`src/hw/rtl/rc_pkg.sv`:
```
// Shared types and constants of the rank compressor.
`timescale 1ns / 1ps

package rc_pkg;

   localparam int VALUE_W = 32;
   localparam int RANK_W  = 6;

   typedef enum logic [2:0] {
      ST_IDLE,
      ST_SCAN,
      ST_STORE,
      ST_EMIT_RD,
      ST_EMIT_LD,
      ST_EMIT_WAIT
   } rc_state_type;

   // Outcome of one comparison of the new word against one held entry.
   typedef struct packed {
      logic [RANK_W-1:0] own_next;
      logic [RANK_W-1:0] count_next;
      logic              count_wr;
   } rc_cmp_res_type;

endpackage

```
`src/hw/rtl/rc_req_if.sv`:
```
// Input channel of the rank compressor: one signed value and its last flag.
`timescale 1ns / 1ps

interface rc_req_if;
   logic                              valid;
   logic                              ready;
   logic signed [rc_pkg::VALUE_W-1:0] value;
   logic                              last;

   modport source (output valid, output value, output last, input ready);
   modport sink   (input valid, input value, input last, output ready);
endinterface

```
`src/hw/rtl/rc_rsp_if.sv`:
```
// Result channel of the rank compressor: one rank with its flags.
`timescale 1ns / 1ps

interface rc_rsp_if;
   logic                       valid;
   logic                       ready;
   logic [rc_pkg::RANK_W-1:0]  rank;
   logic                       overflow;
   logic                       final_res;

   modport source (output valid, output rank, output overflow, output final_res, input ready);
   modport sink   (input valid, input rank, input overflow, input final_res, output ready);
endinterface

```
`src/hw/rtl/rank_compressor.sv`:
```
// Top level of the rank compressor: value and count memories, sequencer, result register.
`timescale 1ns / 1ps

// Loads a set of signed 32-bit words, one per accepted request word, until the word marked
// last, then returns for each stored word, in load order, the number of stored words that
// are strictly smaller. Words beyond MAX_ELEMENTS are dropped and every result of that set
// carries the overflow flag. A word loaded into a set that already holds words is compared
// with them before it is stored and ready returns (the first word of a set is stored at
// once): the held words are read one per cycle through the single read port of the value
// memory and checked by one shared signed comparator, the last comparison ends after the
// last read, and the store state writes the new word. A word dropped at a full store is
// neither compared nor stored. Each result then takes a memory read, a load of the output
// register and a response handshake. The request side is not ready meanwhile.
module rank_compressor #(
   parameter int MAX_ELEMENTS = 64
) (
   input  logic        clock,
   input  logic        reset,
   rc_req_if.sink      req_if,
   rc_rsp_if.source    rsp_if
);

   localparam int IDX_W = (MAX_ELEMENTS > 1) ? $clog2(MAX_ELEMENTS) : 1;
   localparam int CNT_W = $clog2(MAX_ELEMENTS + 1);

   rc_pkg::rc_state_type state_ff, state_in;

   logic signed [rc_pkg::VALUE_W-1:0] new_value_ff, new_value_in;
   logic                              new_last_ff, new_last_in;
   logic [CNT_W-1:0]                  loaded_ff, loaded_in;
   logic                              overflow_ff, overflow_in;
   logic [CNT_W-1:0]                  rd_idx_ff, rd_idx_in;
   logic                              cmp_valid_ff, cmp_valid_in;
   logic [IDX_W-1:0]                  cmp_idx_ff, cmp_idx_in;
   logic [rc_pkg::RANK_W-1:0]         own_ff, own_in;

   logic [rc_pkg::RANK_W-1:0]         rsp_rank_ff, rsp_rank_in;
   logic                              rsp_overflow_ff, rsp_overflow_in;
   logic                              rsp_final_ff, rsp_final_in;
   logic                              rsp_valid_ff, rsp_valid_in;

   // Memories
   logic signed [rc_pkg::VALUE_W-1:0] value_mem [MAX_ELEMENTS];
   logic        [rc_pkg::RANK_W-1:0]  count_mem [MAX_ELEMENTS];
   logic signed [rc_pkg::VALUE_W-1:0] value_rd_ff;
   logic        [rc_pkg::RANK_W-1:0]  count_rd_ff;

   logic                              rd_en;
   logic [IDX_W-1:0]                  rd_addr;
   logic                              value_wr_en;
   logic                              count_wr_en;
   logic [IDX_W-1:0]                  value_wr_addr;
   logic [IDX_W-1:0]                  count_wr_addr;
   logic [rc_pkg::RANK_W-1:0]         count_wr_data;

   logic                              req_fire;
   logic                              rsp_fire;
   logic                              store_full;
   logic                              scan_done;
   rc_pkg::rc_cmp_res_type            cmp_res;

   assign req_if.ready     = (state_ff == rc_pkg::ST_IDLE);
   assign req_fire         = req_if.valid && req_if.ready;
   assign rsp_if.valid     = rsp_valid_ff;
   assign rsp_if.rank      = rsp_rank_ff;
   assign rsp_if.overflow  = rsp_overflow_ff;
   assign rsp_if.final_res = rsp_final_ff;
   assign rsp_fire         = rsp_valid_ff && rsp_if.ready;

   assign store_full = (loaded_ff == CNT_W'(MAX_ELEMENTS));
   assign scan_done  = (rd_idx_ff == loaded_ff);
   assign rd_addr    = rd_idx_ff[IDX_W-1:0];
   assign rd_en      = (rd_idx_ff < loaded_ff) &&
                       ((state_ff == rc_pkg::ST_SCAN) || (state_ff == rc_pkg::ST_EMIT_RD));

   rc_cmp_unit u_cmp (
      .held_value (value_rd_ff),
      .new_value  (new_value_ff),
      .held_count (count_rd_ff),
      .own_count  (own_ff),
      .result     (cmp_res)
   );

   // Next state
   always_comb begin
      state_in = state_ff;
      case (state_ff)
         rc_pkg::ST_IDLE: begin
            if (req_fire) begin
               if (store_full) begin
                  state_in = req_if.last ? rc_pkg::ST_EMIT_RD : rc_pkg::ST_IDLE;
               end else if (loaded_ff == '0) begin
                  state_in = rc_pkg::ST_STORE;
               end else begin
                  state_in = rc_pkg::ST_SCAN;
               end
            end
         end
         rc_pkg::ST_SCAN: begin
            if (scan_done) begin
               state_in = rc_pkg::ST_STORE;
            end
         end
         rc_pkg::ST_STORE: begin
            state_in = new_last_ff ? rc_pkg::ST_EMIT_RD : rc_pkg::ST_IDLE;
         end
         rc_pkg::ST_EMIT_RD: begin
            state_in = rc_pkg::ST_EMIT_LD;
         end
         rc_pkg::ST_EMIT_LD: begin
            state_in = rc_pkg::ST_EMIT_WAIT;
         end
         rc_pkg::ST_EMIT_WAIT: begin
            if (rsp_fire) begin
               state_in = rsp_final_ff ? rc_pkg::ST_IDLE : rc_pkg::ST_EMIT_RD;
            end
         end
         default: begin
            state_in = rc_pkg::ST_IDLE;
         end
      endcase
   end

   // Datapath and memory controls
   always_comb begin
      new_value_in    = new_value_ff;
      new_last_in     = new_last_ff;
      loaded_in       = loaded_ff;
      overflow_in     = overflow_ff;
      rd_idx_in       = rd_idx_ff;
      cmp_valid_in    = 1'b0;
      cmp_idx_in      = rd_addr;
      own_in          = own_ff;
      rsp_rank_in     = rsp_rank_ff;
      rsp_overflow_in = rsp_overflow_ff;
      rsp_final_in    = rsp_final_ff;
      rsp_valid_in    = rsp_valid_ff;
      value_wr_en     = 1'b0;
      value_wr_addr   = loaded_ff[IDX_W-1:0];
      count_wr_en     = 1'b0;
      count_wr_addr   = cmp_idx_ff;
      count_wr_data   = cmp_res.count_next;

      case (state_ff)
         rc_pkg::ST_IDLE: begin
            if (req_fire) begin
               new_value_in = req_if.value;
               new_last_in  = req_if.last;
               rd_idx_in    = '0;
               own_in       = '0;
               if (store_full) begin
                  overflow_in = 1'b1;
               end
            end
         end
         rc_pkg::ST_SCAN: begin
            // Issue the next read while the previous entry is compared.
            if (!scan_done) begin
               rd_idx_in    = rd_idx_ff + CNT_W'(1);
               cmp_valid_in = 1'b1;
            end
            if (cmp_valid_ff) begin
               own_in      = cmp_res.own_next;
               count_wr_en = cmp_res.count_wr;
            end
         end
         rc_pkg::ST_STORE: begin
            value_wr_en   = 1'b1;
            count_wr_en   = 1'b1;
            count_wr_addr = loaded_ff[IDX_W-1:0];
            count_wr_data = own_ff;
            loaded_in     = loaded_ff + CNT_W'(1);
            rd_idx_in     = '0;
         end
         rc_pkg::ST_EMIT_RD: begin
         end
         rc_pkg::ST_EMIT_LD: begin
            rsp_rank_in     = count_rd_ff;
            rsp_overflow_in = overflow_ff;
            rsp_final_in    = (rd_idx_ff + CNT_W'(1)) == loaded_ff;
            rsp_valid_in    = 1'b1;
         end
         rc_pkg::ST_EMIT_WAIT: begin
            if (rsp_fire) begin
               rsp_valid_in = 1'b0;
               rd_idx_in    = rd_idx_ff + CNT_W'(1);
               if (rsp_final_ff) begin
                  loaded_in   = '0;
                  overflow_in = 1'b0;
                  rd_idx_in   = '0;
               end
            end
         end
         default: begin
         end
      endcase
   end

   always_ff @(posedge clock) begin
      if (reset) begin
         state_ff     <= rc_pkg::ST_IDLE;
         loaded_ff    <= '0;
         overflow_ff  <= 1'b0;
         rd_idx_ff    <= '0;
         cmp_valid_ff <= 1'b0;
         rsp_valid_ff <= 1'b0;
      end else begin
         state_ff     <= state_in;
         loaded_ff    <= loaded_in;
         overflow_ff  <= overflow_in;
         rd_idx_ff    <= rd_idx_in;
         cmp_valid_ff <= cmp_valid_in;
         rsp_valid_ff <= rsp_valid_in;
      end
   end

   always_ff @(posedge clock) begin
      new_value_ff    <= new_value_in;
      new_last_ff     <= new_last_in;
      cmp_idx_ff      <= cmp_idx_in;
      own_ff          <= own_in;
      rsp_rank_ff     <= rsp_rank_in;
      rsp_overflow_ff <= rsp_overflow_in;
      rsp_final_ff    <= rsp_final_in;
   end

   // Value memory: one write port, one registered read port.
   always_ff @(posedge clock) begin
      if (value_wr_en) begin
         value_mem[value_wr_addr] <= new_value_ff;
      end
      if (rd_en) begin
         value_rd_ff <= value_mem[rd_addr];
      end
   end

   // Count memory: one write port, one registered read port.
   always_ff @(posedge clock) begin
      if (count_wr_en) begin
         count_mem[count_wr_addr] <= count_wr_data;
      end
      if (rd_en) begin
         count_rd_ff <= count_mem[rd_addr];
      end
   end

endmodule

```
`src/hw/rtl/rc_cmp_unit.sv`:
```
// Shared signed comparator that updates the running counts for one held entry.
`timescale 1ns / 1ps

module rc_cmp_unit (
   input  logic signed [rc_pkg::VALUE_W-1:0] held_value,
   input  logic signed [rc_pkg::VALUE_W-1:0] new_value,
   input  logic        [rc_pkg::RANK_W-1:0]  held_count,
   input  logic        [rc_pkg::RANK_W-1:0]  own_count,
   output rc_pkg::rc_cmp_res_type            result
);

   logic held_less;
   logic new_less;

   assign held_less = held_value < new_value;
   assign new_less  = new_value < held_value;

   always_comb begin
      result.own_next   = own_count;
      result.count_next = held_count + rc_pkg::RANK_W'(1);
      result.count_wr   = 1'b0;
      if (held_less) begin
         result.own_next = own_count + rc_pkg::RANK_W'(1);
      end else if (new_less) begin
         // The held entry now has one more smaller value beside it.
         result.count_wr = 1'b1;
      end
   end

endmodule

```
`src/flat_wrapper.sv`:
```
// flat-port wrapper written by rule: the top's interface ports become plain ports
module rank_compressor_flat 
#(
   parameter int MAX_ELEMENTS = 64
)
  (clock, reset, req_if_valid, req_if_value, req_if_last, req_if_ready, rsp_if_valid, rsp_if_rank, rsp_if_overflow, rsp_if_final_res, rsp_if_ready);
  rc_req_if req_if_i ();
  rc_rsp_if rsp_if_i ();
  input  logic clock;
  input  logic reset;
  input wire logic [$bits(req_if_i.valid)-1:0] req_if_valid;
  input wire logic [$bits(req_if_i.value)-1:0] req_if_value;
  input wire logic [$bits(req_if_i.last)-1:0] req_if_last;
  output wire logic [$bits(req_if_i.ready)-1:0] req_if_ready;
  output wire logic [$bits(rsp_if_i.valid)-1:0] rsp_if_valid;
  output wire logic [$bits(rsp_if_i.rank)-1:0] rsp_if_rank;
  output wire logic [$bits(rsp_if_i.overflow)-1:0] rsp_if_overflow;
  output wire logic [$bits(rsp_if_i.final_res)-1:0] rsp_if_final_res;
  input wire logic [$bits(rsp_if_i.ready)-1:0] rsp_if_ready;
  assign req_if_i.valid = req_if_valid;
  assign req_if_i.value = req_if_value;
  assign req_if_i.last = req_if_last;
  assign req_if_ready = req_if_i.ready;
  assign rsp_if_valid = rsp_if_i.valid;
  assign rsp_if_rank = rsp_if_i.rank;
  assign rsp_if_overflow = rsp_if_i.overflow;
  assign rsp_if_final_res = rsp_if_i.final_res;
  assign rsp_if_i.ready = rsp_if_ready;
  rank_compressor #(.MAX_ELEMENTS(MAX_ELEMENTS)) u_core (.clock(clock), .reset(reset), .req_if(req_if_i), .rsp_if(rsp_if_i));
endmodule
```
`config.mk`:
```
export PLATFORM = sky130hd
export DESIGN_NAME = rank_compressor_flat
export DESIGN_NICKNAME = d
export VERILOG_FILES = /design/src/hw/rtl/rc_pkg.sv /design/src/hw/rtl/rc_req_if.sv /design/src/hw/rtl/rc_rsp_if.sv /design/src/hw/rtl/rank_compressor.sv /design/src/hw/rtl/rc_cmp_unit.sv /design/src/flat_wrapper.sv
export SDC_FILE = /design/constraint.sdc
export NUM_CORES = 2
export LEC_CHECK = 0
export BUFFER_PORTS_ARGS = -buffer_cell sky130_fd_sc_hd__buf_2
export CORE_MARGIN = 2
export CORE_UTILIZATION = 50
export DETAILED_ROUTE_END_ITERATION = 12
export HOLD_SLACK_MARGIN = 0.02
export PLACE_DENSITY = 0.65
export SETUP_SLACK_MARGIN = 0.4
export SYNTH_ARGS = -nofsm -noshare
export SYNTH_HDL_FRONTEND = slang
export SYNTH_SLANG_ARGS = --single-unit
```
`constraint.sdc`:
```
create_clock -name clock -period 7.7 [get_ports clock]
set_input_delay 1.54 -clock clock [delete_from_list [all_inputs] [get_ports clock]]
set_output_delay 1.54 -clock clock [all_outputs]
set_load 0.01 [all_outputs]
```
==> key figures <==
Critical path
  – Type of the setup path with the least slack: reg -> reg
  – Worst Setup End Kind: flop
  – Startpoint class of the critical path: flop
  – Max FO, Critical Path: 65
  – Data required time at the worst endpoint: 8220 ps
  – Arrival time worst endpoint: 5320 ps
  – Number of cells on the worst reg-to-reg path: 11

CTS
  – H-tree depth: 5
  – Register clock-pin slew on the reported worst setup and hold paths: 60 ps
  – Worst-case clock buffer depth: 4
  – TritonCTS buffer count: 275
  – Number of clock sinks: 2543
  – Setup repair bufs after CTS: 0
  – Cts repair resizes: 0
  – Clk Tree Root Cell: sky130_fd_sc_hd__clkbuf_16
  – Number of buffers inserted for hold repair after clock tree synthesis: 0
  – TritonCTS clock tree: yes
  – Clock latency of the later-clocked register in the worst-skew pair: 920 ps

Timing
  – Clock skew: 77.1 ps
  – Min cycle time layout: 4800 ps
  – Tcrit/Tclk final: 62.3%
  – Post-Route Setup TNS: 0 ps
  – Finish-stage setup viols: 0
  – Max Clock Freq: 0.209 GHz
  – Worst slew margin: 12.7%
  – Unrepaired setup endpoints after global routing: no
  – Hold violation count in the final report: 0
  – Fin worst setup slack: 2900 ps
  – Slew at the pin closest to its max-slew limit: 1310 ps
  – Final number of max-transition violations: 0

Cells and area
  – Leading cell types in the layout, fill and taps excluded: sky130_fd_sc_hd__edfxtp_1 (2517), sky130_fd_sc_hd__mux4_2 (786), sky130_fd_sc_hd__clkbuf_16 (281)
  – Fraction of final layout cells sized beyond drive strength 1: 31.5%
  – Commonest non-fill, non-tap cell in the layout: sky130_fd_sc_hd__edfxtp_1
  – Final design area excluding fillers: 0.111 sq mm
  – Number of fill cells: 14000
  – Net count reported at finish: 4457
  – Core occupancy in the finished layout: 56.9%
  – Number of non-filler instances in the completed layout: 7192
  – Post-synthesis to final-layout area growth: 13.0%

Logic synthesis
  – Syn Nets: 4205
  – Most used DFF post-synth: sky130_fd_sc_hd__edfxtp_1
  – Count of state elements after synthesis: 2543
  – Share of async-settable or async-resettable flops after synthesis: 0%
  – Most area-consuming cells after synthesis: sky130_fd_sc_hd__edfxtp_1 (77%), sky130_fd_sc_hd__mux4_2 (18%), sky130_fd_sc_hd__ha_1 (0.56%)
  – Count of warnings emitted by yosys: 0
  – Gate count of the mapped netlist: 4124
  – Area share of the largest cell type after synthesis: 77.0%
  – Count of flip-flops with a built-in enable after synthesis: 2517
  – Synthesized area: 0.0981 sq mm
  – Synth Area per Inst: 23.8 sq um
  – Cell type contributing the most total cell area after synthesis: sky130_fd_sc_hd__edfxtp_1
  – Count of different cell masters after synthesis: 55
  – Share of synthesized area occupied by flip-flops and latches: 77.6%

Global route
  – Number of antenna violations at the first check in global routing: 17
  – Via count of the first global-routing pass: 45800
  – Largest net degree at the start of global routing: 146
  – Global-route wire length before repair: 348000 um
  – All-Layer GR Usage: 25.0%
  – Overflow after GRT: 0

Floorplanning
  – Area enclosed by the die boundary: 0.200 sq mm
  – Die width: 447 um
  – Height of the die: 447 um
  – Number of standard-cell rows in the floorplan: 162
  – Top-level I/O count: 47
  – Effective utilization at floorplan: 50.3%
  – Area of the core: 0.195 sq mm

Placement
  – Number of port buffers: 46
  – Post-placement setup slack: 2960 ps
  – Placer congestion estimate: 0.789
  – Number of placed cells counting well taps: 6722
  – Post-placement cell area: 0.103 sq mm
  – DP HPWL: 126000 um

Power
  – Standby leakage power: 0.0330 uW
  – Pwr dens: 288 mW/mm^2
  – Peak ir drop on the vdd network: 221 uV

Routing
  – Iter 0 DRT Violations: 6425
  – Total via count after detailed routing: 46100
  – Number of iterations in the first detailed-routing pass: 5
  – Remaining antenna violation count after routing: 0
  – Final WL: 247000 um
  – # DRC: 0
  – Routed wire per std cell: 34.4 um
  – Routed via count divided by cell count: 6.41

Min path
  – Type of the tightest min-delay check: reg -> reg
  – Hold-critical path depth: 0

Outcome
  – Status: completed

Job
  – Max capacitance violation total: 0
==> logic make-up after synthesis <==
| kind of cell | Yosys count | synth area share, % |
|---|---|---|
| adders and majority gates | 44 | 0.561 |
| xor gates and xnor gates | 21 | 0.187 |
| DFF | 2543 | 77.6 |
| buffers and inverters | 255 | 1.08 |
| muxes | 813 | 18.3 |
| AOI/OAI and AO/OA | 123 | 0.735 |
| and+or+nand+nor | 325 | 1.53 |
==> routing by layer <==
metal | vias to the layer above | share of wire, % | wire length, um | global-route usage (%)
met5 | - | 0.012 | 29 | 0
met3 | 428 | 8.9 | 22000 | 4.22
met1 | 25000 | 39 | 96500 | 35.5
met2 | 2436 | 49 | 121000 | 40.0
met4 | 4 | 3.1 | 7570 | 7.91
li1 | 18200 | - | - | -
==> path summary, 6_finish.rpt <==
path | from | endpoint | slack [ps]
worst max-delay path | u_core.new_value_ff[19]$_DFFE_PP_ | u_core.count_mem[47][0]$_DFFE_PP_ | 2900
worst min-delay path | u_core.overflow_ff$_SDFFE_PP0P_ | u_core.rsp_if.overflow$_DFFE_PP_ | 430
worst max register to register | u_core.new_value_ff[19]$_DFFE_PP_ | u_core.count_mem[47][0]$_DFFE_PP_ | 2900
worst min register to register | u_core.overflow_ff$_SDFFE_PP0P_ | u_core.rsp_if.overflow$_DFFE_PP_ | 430
==> report_power, final <==
group          total [uW]  switching (uW)  internal (uW)
logic                3090            2130            964
registers           16500            98.7          16400
clock network       12400            5190           7200
==> final cells by class <==
class,count,area [sq um],share of cell area [%]
clock buffers,335,7230,6.53
clock inverters,131,1080,0.975
flip-flops and latches,2543,76100,68.7
well taps,2624,3280,2.96
multi-input cells,1326,21500,19.4
diodes,3,7.51,0.00677
inverters,44,165,0.149
repair buffers,186,1440,1.30
==> stage by stage <==
stage | total power, uW | hold WS [ps]
after floorplan | 18600 | 352
after global placement | 19800 | 418
after detailed placement | 19800 | 415
after CTS | 32100 | 428
after global routing | 32800 | 437
final | 31900 | 434
==> critical path, stage by stage (launching register included) <==
cell,delay (ps)
sky130_fd_sc_hd__edfxtp_1,320
sky130_fd_sc_hd__buf_4,490
sky130_fd_sc_hd__inv_1,100
sky130_fd_sc_hd__ha_1,330
sky130_fd_sc_hd__nand2_1,60
sky130_fd_sc_hd__o21ai_0,740
sky130_fd_sc_hd__nand2_1,180
sky130_fd_sc_hd__and4_1,270
sky130_fd_sc_hd__a31oi_1,290
sky130_fd_sc_hd__o21ai_4,90
sky130_fd_sc_hd__buf_4,290
sky130_fd_sc_hd__a2111oi_1,1210
==> synth_stat cells (19+ instances only) <==
master,count
sky130_fd_sc_hd__a21oi_1,57
sky130_fd_sc_hd__clkbuf_1,118
sky130_fd_sc_hd__nand2_1,79
sky130_fd_sc_hd__mux4_2,786
sky130_fd_sc_hd__edfxtp_1,2517
sky130_fd_sc_hd__o21ai_0,31
sky130_fd_sc_hd__nand3_1,28
sky130_fd_sc_hd__nor2_1,114
sky130_fd_sc_hd__dfxtp_1,26
sky130_fd_sc_hd__ha_1,44
sky130_fd_sc_hd__inv_1,41
sky130_fd_sc_hd__buf_1,19
sky130_fd_sc_hd__buf_2,72
sky130_fd_sc_hd__nor3_1,44
==> registers in the layout, summed over array words and instances (netlist names), 3 cells and up <==
| signal | count |
|---|---|
| u_core.state_ff | 3 |
| u_core.count_mem | 384 |
| u_core.loaded_ff | 7 |
| u_core.rsp_if.rank | 6 |
| u_core.count_rd_ff | 6 |
| u_core.own_ff | 6 |
| u_core.rd_idx_ff | 7 |
| u_core.cmp_idx_ff | 6 |
| u_core.new_value_ff | 32 |
| u_core.value_rd_ff | 32 |
| u_core.value_mem | 2048 |
Power figures use the tool's default switching activity.
